--- config.mk ---
export PLATFORM = sky130hd
export DESIGN_NAME = wildcard_glob_matcher_core
export DESIGN_NICKNAME = d
export VERILOG_FILES = /design/src/hw/rtl/wgm_pkg.sv /design/src/hw/rtl/wgm_step.sv /design/src/hw/rtl/wildcard_glob_matcher_core.sv
export SDC_FILE = /design/constraint.sdc
export NUM_CORES = 1
export LEC_CHECK = 0
export ABC_CLOCK_PERIOD_IN_PS = 5700
export BUFFER_PORTS_ARGS = -buffer_cell sky130_fd_sc_hd__buf_2
export CAP_MARGIN = 20
export CORE_AREA = 10 10 159 161
export DETAILED_ROUTE_END_ITERATION = 10
export DIE_AREA = 0 0 169 171
export HOLD_SLACK_MARGIN = 0.06
export PLACE_DENSITY = 0.67
export SLEW_MARGIN = 20
export SYNTH_ARGS = -nofsm -noshare
export SYNTH_HDL_FRONTEND = slang
export SYNTH_SLANG_ARGS = --single-unit
--- constraint.sdc ---
create_clock -name clk -period 5.7 [get_ports clk]
set_input_delay 0.57 -clock clk [delete_from_list [all_inputs] [get_ports clk]]
set_output_delay 0.57 -clock clk [all_outputs]
set_load 0.005 [all_outputs]
--- src/hw/rtl/wgm_pkg.sv ---
`timescale 1ns / 1ps
// Package for the wildcard glob matcher: pattern byte codes, register indexes
// and the structs passed between the core and its position-set step logic.
// No dependencies.
package wgm_pkg;

  localparam logic [7:0] STAR_BYTE = 8'h2A;
  localparam logic [7:0] ANY_BYTE  = 8'h3F;

  localparam int CFG_INDEX_W = 2;
  localparam int CFG_DATA_W  = 64;
  localparam int LEN_W       = 5;

  typedef enum logic [CFG_INDEX_W-1:0] {
    REG_PATTERN_LOW    = 2'd0,
    REG_PATTERN_HIGH   = 2'd1,
    REG_PATTERN_LENGTH = 2'd2,
    REG_UNUSED         = 2'd3
  } reg_index_t;

  // Pattern configuration as held by the core.
  typedef struct packed {
    logic [CFG_DATA_W-1:0] low;
    logic [CFG_DATA_W-1:0] high;
    logic [LEN_W-1:0]      len;
  } pattern_cfg_t;

  // One text item held in the input register.
  typedef struct packed {
    logic [7:0] text_char;
    logic       has_char;
    logic       fresh;
  } step_item_t;

endpackage

--- src/hw/rtl/wgm_step.sv ---
`timescale 1ns / 1ps
// Combinational update of the live pattern-position set for one text item.
// Depends on wgm_pkg for the pattern codes and the configuration struct.
module wgm_step #(
  parameter int PATTERN_CHARS = 16
) (
  input  wgm_pkg::pattern_cfg_t           cfg,
  input  wgm_pkg::step_item_t             item,
  input  logic [PATTERN_CHARS:0]          live,
  output logic [PATTERN_CHARS:0]          set_after,
  output logic                            matched
);

  localparam int NPOS   = PATTERN_CHARS + 1;
  localparam int LW     = $clog2(NPOS);
  localparam int LEVELS = $clog2(NPOS);

  // Star closure as a parallel prefix: position j+1 becomes live when j is
  // live and pattern byte j is a star.
  function automatic logic [NPOS-1:0] closure(input logic [NPOS-1:0] g0,
                                              input logic [PATTERN_CHARS-1:0] star);
    logic [NPOS-1:0] g;
    logic [NPOS-1:0] p;
    g = g0;
    p = {star, 1'b0};
    for (int lvl = 0; lvl < LEVELS; lvl++) begin
      g = g | (p & (g << (1 << lvl)));
      p = p & (p << (1 << lvl));
    end
    return g;
  endfunction

  logic [2*wgm_pkg::CFG_DATA_W-1:0] pat_bytes;
  logic [LW-1:0]                    alen;
  logic [PATTERN_CHARS-1:0]         star_v;
  logic [PATTERN_CHARS-1:0]         hit_v;
  logic [NPOS-1:0]                  start_set;
  logic [NPOS-1:0]                  live_eff;
  logic [NPOS-1:0]                  next_raw;

  assign pat_bytes = {cfg.high, cfg.low};
  assign alen = (cfg.len > wgm_pkg::LEN_W'(PATTERN_CHARS)) ? LW'(PATTERN_CHARS)
                                                           : LW'(cfg.len);

  always_comb begin
    for (int i = 0; i < PATTERN_CHARS; i++) begin
      star_v[i] = (LW'(i) < alen) && (pat_bytes[i*8 +: 8] == wgm_pkg::STAR_BYTE);
      hit_v[i]  = (LW'(i) < alen) && !star_v[i] &&
                  ((pat_bytes[i*8 +: 8] == wgm_pkg::ANY_BYTE) ||
                   (pat_bytes[i*8 +: 8] == item.text_char));
    end
  end

  assign start_set = closure(NPOS'(1), star_v);
  assign live_eff  = item.fresh ? start_set : live;

  // A star keeps its position live; a literal or '?' hit moves one forward.
  assign next_raw = {1'b0, live_eff[PATTERN_CHARS-1:0] & star_v} |
                    {live_eff[PATTERN_CHARS-1:0] & hit_v, 1'b0};

  assign set_after = item.has_char ? closure(next_raw, star_v) : live_eff;
  assign matched   = set_after[alen];

endmodule

--- src/hw/rtl/wildcard_glob_matcher_core.sv ---
`timescale 1ns / 1ps
// A last item passes the input register, then the output register, to reach m_tdata.
// Throughput: one text byte per cycle when not stalled; the position-set register closes
// the loop. The input stage only stalls while a verdict waits in the output register.
// Reset (rst, synchronous, active high) clears the pattern to empty and
// returns the position set to its start value. Depends on wgm_pkg and wgm_step.
module wildcard_glob_matcher_core #(
  parameter int PATTERN_CHARS = 16
) (
  input  logic                               clk,
  input  logic                               rst,
  // Text stream.
  input  logic                               s_tvalid,
  output logic                               s_tready,
  input  logic [7:0]                         s_tdata,   // [7:0] text_char
  input  logic [0:0]                         s_tuser,   // [0] has_char
  input  logic                               s_tlast,   // is_last
  // Verdict stream.
  output logic                               m_tvalid,
  input  logic                               m_tready,
  output logic [7:0]                         m_tdata,   // [0] matched, [7:1] zero
  // Register writes.
  input  logic                               cfg_valid,
  output logic                               cfg_ready,
  input  logic [wgm_pkg::CFG_INDEX_W-1:0]    cfg_index,
  input  logic [wgm_pkg::CFG_DATA_W-1:0]     cfg_data
);

  logic                          in_valid;
  logic [7:0]                    in_char;
  logic                          in_has;
  logic                          in_last;
  logic [PATTERN_CHARS:0]        live;
  logic                          fresh;
  wgm_pkg::pattern_cfg_t         cfg;
  logic                          out_valid;
  logic                          out_matched;

  wgm_pkg::step_item_t           item;
  logic [PATTERN_CHARS:0]        set_after;
  logic                          matched;
  logic                          out_free;
  logic                          proc;
  logic                          cfg_we;

  assign out_free  = !out_valid || m_tready;
  assign proc      = in_valid && (!in_last || out_free);
  assign s_tready  = !in_valid || proc;
  assign cfg_ready = 1'b1;
  assign cfg_we    = cfg_valid && cfg_ready;

  assign item.text_char = in_char;
  assign item.has_char  = in_has;
  assign item.fresh     = fresh;

  wgm_step #(
    .PATTERN_CHARS(PATTERN_CHARS)
  ) u_step (
    .cfg       (cfg),
    .item      (item),
    .live      (live),
    .set_after (set_after),
    .matched   (matched)
  );

  always_ff @(posedge clk) begin
    if (rst) begin
      in_valid <= 1'b0;
    end else if (s_tready) begin
      in_valid <= s_tvalid;
    end
  end

  always_ff @(posedge clk) begin
    if (s_tready && s_tvalid) begin
      in_char <= s_tdata;
      in_has  <= s_tuser[0];
      in_last <= s_tlast;
    end
  end

  // A write to a pattern register restarts the string; fresh makes the step logic use the
  // start set of the pattern now configured.
  always_ff @(posedge clk) begin
    if (rst) begin
      cfg.low  <= '0;
      cfg.high <= '0;
      cfg.len  <= '0;
      fresh    <= 1'b1;
    end else if (cfg_we) begin
      unique case (wgm_pkg::reg_index_t'(cfg_index))
        wgm_pkg::REG_PATTERN_LOW: begin
          cfg.low <= cfg_data;
          fresh   <= 1'b1;
        end
        wgm_pkg::REG_PATTERN_HIGH: begin
          cfg.high <= cfg_data;
          fresh    <= 1'b1;
        end
        wgm_pkg::REG_PATTERN_LENGTH: begin
          cfg.len <= cfg_data[wgm_pkg::LEN_W-1:0];
          fresh   <= 1'b1;
        end
        default: begin
        end
      endcase
    end else if (proc) begin
      fresh <= in_last;
    end
  end

  always_ff @(posedge clk) begin
    if (proc) begin
      live <= set_after;
    end
  end

  always_ff @(posedge clk) begin
    if (rst) begin
      out_valid <= 1'b0;
    end else if (proc && in_last) begin
      out_valid <= 1'b1;
    end else if (m_tready) begin
      out_valid <= 1'b0;
    end
  end

  always_ff @(posedge clk) begin
    if (proc && in_last) begin
      out_matched <= matched;
    end
  end

  assign m_tvalid = out_valid;
  assign m_tdata  = {7'd0, out_matched};

endmodule

======== After elaboration in Yosys (flattened, before gate mapping) ========
Cells that the tools add are included.
operators by class
  equality and inequality tests ........... 51
  muxes and demuxes ....................... 10
  $lt $le $gt $ge ......................... 18
  reductions and logical operators ........ 97
  bitwise gates (word level) .............. 25
operator list
  kind                                                                           count
  8-bit by 6-bit == test with 1-bit output (second input constant)               32
  17-bit bitwise AND                                                             12
  17-bit bitwise OR                                                              8
  8-bit == test                                                                  16
  1-bit logical AND                                                              51
  4-bit by 5-bit less-than comparator with 1-bit output (first input constant)   8
  17-bit two-way mux                                                             2
  16-bit bitwise AND                                                             2
  3-bit by 5-bit less-than comparator with 1-bit output (first input constant)   4
  1-bit zero test                                                                19
  1-bit logical OR                                                               19
  17-bit by 4-bit bitwise AND with 17-bit output                                 1
  16-bit by 17-bit bitwise OR with 17-bit output                                 1
  2-bit by 17-bit bitwise OR with 17-bit output                                  1
  1-bit by 5-bit less-than comparator with 1-bit output (first input constant)   2
  2-bit by 5-bit less-than comparator with 1-bit output (first input constant)   2
  2-bit AND reduction                                                            4
  5-bit by 6-bit less-than comparator with 1-bit output (second input constant)  1
  1-bit two-way mux                                                              6
  1-bit binary-select mux with 5-bit select                                      1
  5-bit > comparator (second input constant)                                     1
  5-bit two-way mux                                                              1
  2-bit nonzero test                                                             2
  3-bit OR reduction                                                             1
  other kinds (4)                                                                4
storage, ports and cells
  output and inout bits ................... 11
  word-level logic and storage cells ...... 212
  register bits ........................... 164
  input bits .............................. 81

======== Logic depth before layout (Yosys ltp) ========
  word-level depth ........................ 29
  gate-level depth with buffers ........... 13
  depth with buffers taken out ............ 11

======== Cells and area by module ========
Synthesis repeated with hierarchy kept, for this count alone.
unflattened totals
  cells, all modules ...................... 1250
  area total of the unflattened synthesis .. 9700.6 sq um
modules (own cells, without submodules)
  module                      area an instance (sq um)  times used  seq. area each (sq um)  cells each
  wildcard_glob_matcher_core  5693.0                    1           3563.4                  634
  wgm_step                    4007.6                    1           0.0                     616

======== Worst setup path before layout ========
Ideal clock, no wire load.
  path type ............................... flip-flop to flip-flop
  start point ............................. reg, netlist name cfg[1]
  end point ............................... reg out_matched, data pin
  data arrival time ....................... 2.896 ns
  library setup time ...................... 0.280 ns
  path buffers ............................ 1
  data required time ...................... 5.420 ns
  slack ................................... 2.524 ns
  clock period less this slack ............ 3.176 ns
  stages on the path, launching flop included .. 13
  cells stage by stage .................... dfxtp_1 -> buf_4 -> or2_2 -> a21oi_1 -> nor4_1 -> nand4_1 -> nand2_1 -> a2111oi_0 -> a21oi_2 -> nor3_1 -> nor4b_2 -> a2111oi_1 -> a22oi_1
between the ends
  longest elaborated chain between the ends .. 25
  elaborated cells between the ends (all ways) .. 111
  those cells by class .................... order compare (17); mux (5); bitwise (25); reduce/logical (64)
RTL lines
  element                                                                               line                               text
  5-bit > comparator                                                                    wgm_step.sv:42                     assign alen = (cfg.len > wgm_pkg::LEN_W'(PATTERN_CHARS)) ? LW'(PATTERN_CHARS)
  5-bit two-way mux *                                                                   wgm_step.sv:42
  1-bit by 5-bit less-than comparator with 1-bit output (tied with other cells)         wgm_step.sv:47, wgm_step.sv:48
  1-bit logical AND                                                                     wgm_step.sv:47                     star_v[i] = (LW'(i) < alen) && (pat_bytes[i*8 +: 8] == wgm_pkg::STAR_BYTE);
  17-bit bitwise AND                                                                    wgm_step.sv:28                     p = p & (p << (1 << lvl));
  17-bit by 4-bit bitwise AND with 17-bit output or 17-bit bitwise AND (tied branches)  wgm_step.sv:27, wgm_step.sv:28
  2-bit by 17-bit bitwise OR with 17-bit output (tied with other cells)                 wgm_step.sv:27                     g = g | (p & (g << (1 << lvl)));
  17-bit bitwise AND (tied with other cells)                                            wgm_step.sv:27
  [9 not listed]                                                                        n/a
  17-bit bitwise OR or 17-bit bitwise AND (tied branches)                               wgm_step.sv:27
  17-bit bitwise AND or 17-bit bitwise OR (tied branches)                               wgm_step.sv:27
  17-bit bitwise OR or 17-bit bitwise AND (tied branches)                               wgm_step.sv:27
  17-bit bitwise OR (2 in a row)                                                        wgm_step.sv:27
  17-bit two-way mux                                                                    wgm_step.sv:61                     assign set_after = item.has_char ? closure(next_raw, star_v) : live_eff;
  1-bit binary-select mux with 5-bit select *                                           wgm_step.sv:62                     assign matched = set_after[alen];
  1-bit two-way mux (not written as such) *                                             wgm_step.sv:62
  named net matched                                                                     wildcard_glob_matcher_core.sv:41   logic matched;
  end signal: assignment                                                                wildcard_glob_matcher_core.sv:130  out_matched <= matched;
  end: declaration                                                                      wildcard_glob_matcher_core.sv:37   logic out_matched;
Mark *: on every way through the listed nets, which the timed path passes. The rest lies on a longest branch. The select of a mux whose other input is x is not followed.
A chain may end at the register's enable or synchronous reset.

======== Worst setup path in the final report ========
  start point ............................. reg, netlist name cfg[4]
  end point ............................... reg out_matched, data pin
between the ends
  longest elaborated chain between the ends .. 25
  elaborated cells between the ends (all ways) .. 111
  those cells by class .................... order compare (17); mux (5); bitwise (25); reduce/logical (64)
RTL lines
  element                                                                               line
  5-bit > comparator                                                                    wgm_step.sv:42
  5-bit two-way mux *                                                                   wgm_step.sv:42
  1-bit by 5-bit less-than comparator with 1-bit output (tied with other cells)         wgm_step.sv:47, wgm_step.sv:48
  1-bit logical AND                                                                     wgm_step.sv:47
  17-bit bitwise AND                                                                    wgm_step.sv:28
  17-bit by 4-bit bitwise AND with 17-bit output or 17-bit bitwise AND (tied branches)  wgm_step.sv:27, wgm_step.sv:28
  2-bit by 17-bit bitwise OR with 17-bit output (tied with other cells)                 wgm_step.sv:27
  17-bit bitwise AND (tied with other cells)                                            wgm_step.sv:27
  [9 not listed]                                                                        n/a
  17-bit bitwise OR or 17-bit bitwise AND (tied branches)                               wgm_step.sv:27
  17-bit bitwise AND or 17-bit bitwise OR (tied branches)                               wgm_step.sv:27
  17-bit bitwise OR or 17-bit bitwise AND (tied branches)                               wgm_step.sv:27
  17-bit bitwise OR (2 in a row)                                                        wgm_step.sv:27
  17-bit two-way mux                                                                    wgm_step.sv:61
  1-bit binary-select mux with 5-bit select *                                           wgm_step.sv:62
  1-bit two-way mux (not written as such) *                                             wgm_step.sv:62
  named net matched                                                                     wildcard_glob_matcher_core.sv:41
Marked as above.

==> impl_results.md <==
* Final Core Density at 0.4897
* Crit-path most repeated cell: a22oi_1
* Vias in the first global route at 9144
* Post_cts resized at 0
* Share of cells above drive strength 1 at 0.1326
* I/O Buffers at 83
* Layout Cells excl Fill at 1605
* Gate count of the mapped netlist at 1264
* Via count at 9438
* Crit path buf inv count at 0
* Longest Clk Path Bufs at 2
* CTS Sinks at 164
* Largest delay share family, worst path: simple AND/OR/NAND/NOR gates
* Worst hold slack at 0.3020 ns
* Area contributors post-synth: dfxtp_1 (28%), nand2_1 (12%), xnor2_1 (10%)
* Crit path launch: cfg[4]
* Crit-path cells: nor2_1 -> or4_4 -> nor4_2 -> nand2_1 -> o31ai_1 -> a22oi_1 -> a21oi_1 -> a211oi_1 -> o21ai_0 -> nand3_1 -> a22oi_1
* Place WS at 1.367 ns
* Warnings, synthesis at 0
* Number of synthesized flops with an enable pin at 28
* Slowest cell delay on critical path at 0.95 ns
* # DRC at 0
* Slew @ Worst Pin at 0.9626 ns
* Total GRT Usage at 0.2141
* IO Count at 92
* Grt total ovfl at 0
* Top FF cell, synth: dfxtp_1
* Setup-failing EPs final at 0
* Final Cycle Share at 0.7647
* Skew-Pair Late Insertion Delay at 0.44 ns
* Number of distinct library cells after synthesis at 83
* TritonCTS Buffers at 17
* Outcome: finished clean
* Placed inst area at 10350 um2
* Final wirelength at 31760 um
* Antenna violations before repair at 0
* Site Rows at 55
* Crit Reg-Reg Endpoint: out_matched
* R2R Path Start: cfg[4]
* Wire per inst at 19.79 um
* R2R depth at 11
* First-pass GRT wire length at 49910 um
* VDD IR max at 207.4 uV
* CP endpoint: out_matched
* CP max-delay cell: dfxtp_1
* Peak Freq at 0.2294 GHz
* Via/cell ratio at 5.880
* Die X at 169 um
* Unrepaired setup endpoints after global routing: false
* Largest net degree at the start of global routing at 86
* Synth top area share at 0.2773
* Critical Path RT at 5.98 ns
* CTS clock-pin slew for the worst setup and hold paths at 0.07 ns
* Critical path type: register to register
* Ant diodes at 0
* Area leader, netlist: dfxtp_1
* GPL Wtd Cong at 0.9755
* Reg-to-reg setup timing slack at 1.34 ns
* CP Depth at 11
* DP Wirelength at 22570 um
* Die height at 171 um
* H-tree Lvls at 4
* CTS tree: built
* First-pass DRT Iterations at 6
* Tot Pwr at 2.658 mW
* Final hold viol count at 0
* Setup crit end kind: register
* CP Launch Type: register
* Clock Skew at 0.009949 ns
* Post-Route Setup TNS at 0 ns
* CP max FO at 23
* CTS Root Cell: clkbuf_16
* Fin crit period at 4.359 ns
* Nets at 1388
* Area Overhead vs Synth at 10.86%
* Max-slew headroom at 0.3574
* Power density over cell area at 244.2 nW/um2
* Fin. max-slew vios at 0
* Die footprint at 28900 um2
* Setup ws final at 1.341 ns
* HP Class: input pin to register
* 1st-iter DRT viols at 897
* Leak Pwr at 3.549 nW
* Synthesized area at 9819 um2
* Post-route ant nets at 0
* Synthesis-stage register bit count at 164
* CTS Hold Bufs at 0
* Syn Area/Cell at 7.769 um2
* Synth async-reset ratio at 0
* Sequential share of the synthesized area at 0.3629
* Post-CTS Setup Inserts at 0
* Number of max-cap violations at 0
* Core area at 22230 um2
* Final Cell Area at 10890 um2
* Worst EP arrival at 4.64 ns
* Starting density of the core at 0.4418
* Dpl cells at 1573
-- registers in the layout, indices dropped and copies added (netlist names) --
register,cells
cfg,133
m_tvalid,1
in_valid,1
live,17
in_has,1
fresh,1
out_matched,1
in_char,8
in_last,1
-- kinds of logic after synthesis --
kind of cell,count (synthesis),synth area share
AO/OA/AOI/OAI,293,0.1841
XOR/XNOR,128,0.1142
buffers and inverters,93,0.04600
flip-flops,164,0.3629
multiplexers,5,0.005097
other,2,0.0007648
AND/OR/NAND/NOR,579,0.2870
-- layer usage --
layer	wire length, um	up-vias	track usage
met3	2136	53	0.04061
met5	0	-	0
met4	537	0	0.06154
met1	13850	4495	0.2763
li1	-	4538	-
met2	15230	352	0.3564
-- cell type report --
class                      count  area, um2
clock buffer                  18      429.2
clock inverter                14      100.1
fill                        2187      11340
inverter                      11      41.29
multi-input combinational   1013       5849
sequential                   164       3563
tap                          285      356.6
timing repair buffer         100      545.5
-- worst min-delay path by stage --
stage	startpoint	endpoint	slack [ns]	cells past startpoint
6_report	s_tdata[1]	in_char[1]	0.30	1
3_3_place_gp	cfg[56]	cfg[56]	0.47	2
3_5_place_dp	cfg[74]	cfg[74]	0.47	2
5_1_grt	s_tdata[5]	in_char[5]	0.30	1
4_1_cts	s_tdata[1]	in_char[1]	0.29	1
2_1_floorplan	cfg[131]	cfg[131]	0.46	2
-- worst reg2reg max path, cell delays in order, from the launching register on --
cell,delay [ns]
dfxtp_1,0.95
nor2_1,0.31
or4_4,0.63
nor4_2,0.59
nand2_1,0.15
o31ai_1,0.52
a22oi_1,0.24
a21oi_1,0.18
a211oi_1,0.07
o21ai_0,0.22
nand3_1,0.13
a22oi_1,0.23
-- cell usage in the layout (no fill, tap or decap), drive strengths merged, types with 6 or more instances in the layout --
| cell type | n |
|---|---|
| nand2 | 310 |
| a21oi | 164 |
| dfxtp | 136 |
| xnor2 | 112 |
| buf | 100 |
| nor2 | 68 |
| nand4 | 46 |
| o21ai | 30 |
| edfxtp | 28 |
| nor3 | 27 |
| nand3 | 23 |
| clkbuf | 18 |
| inv | 18 |
| nor4 | 17 |
| xor2 | 16 |
| a31oi | 14 |
| or3 | 13 |
| and3 | 10 |
| a22oi | 10 |
| or2 | 9 |
| nand4b | 9 |
| conb | 8 |
| and2 | 8 |
| o2111ai | 7 |
| nor2b | 6 |
| o22ai | 6 |
| a211oi | 6 |
-- synth_stat cells (10+ instances only) --
cell        n
clkbuf_1   46
nor4_1     14
buf_4      13
xor2_1     16
inv_1      11
nor3_1     25
and3_1     10
edfxtp_1   28
nor2_1     67
dfxtp_1   136
nand2_1   310
nand4_1    44
a22oi_1    10
o21ai_0    26
buf_2      19
nand3_1    23
a31oi_1    14
a21oi_1   163
xnor2_1   112
or3_1      12
-- report_power, final --
group          internal, mW  switching, mW  leakage, nW
sequential             1.22         0.0583         1.38
combinational         0.122          0.176         1.91
clock                 0.562          0.519        0.261
total                  1.90          0.753         3.55
Note: power is estimated with default switching activity, not from simulation.
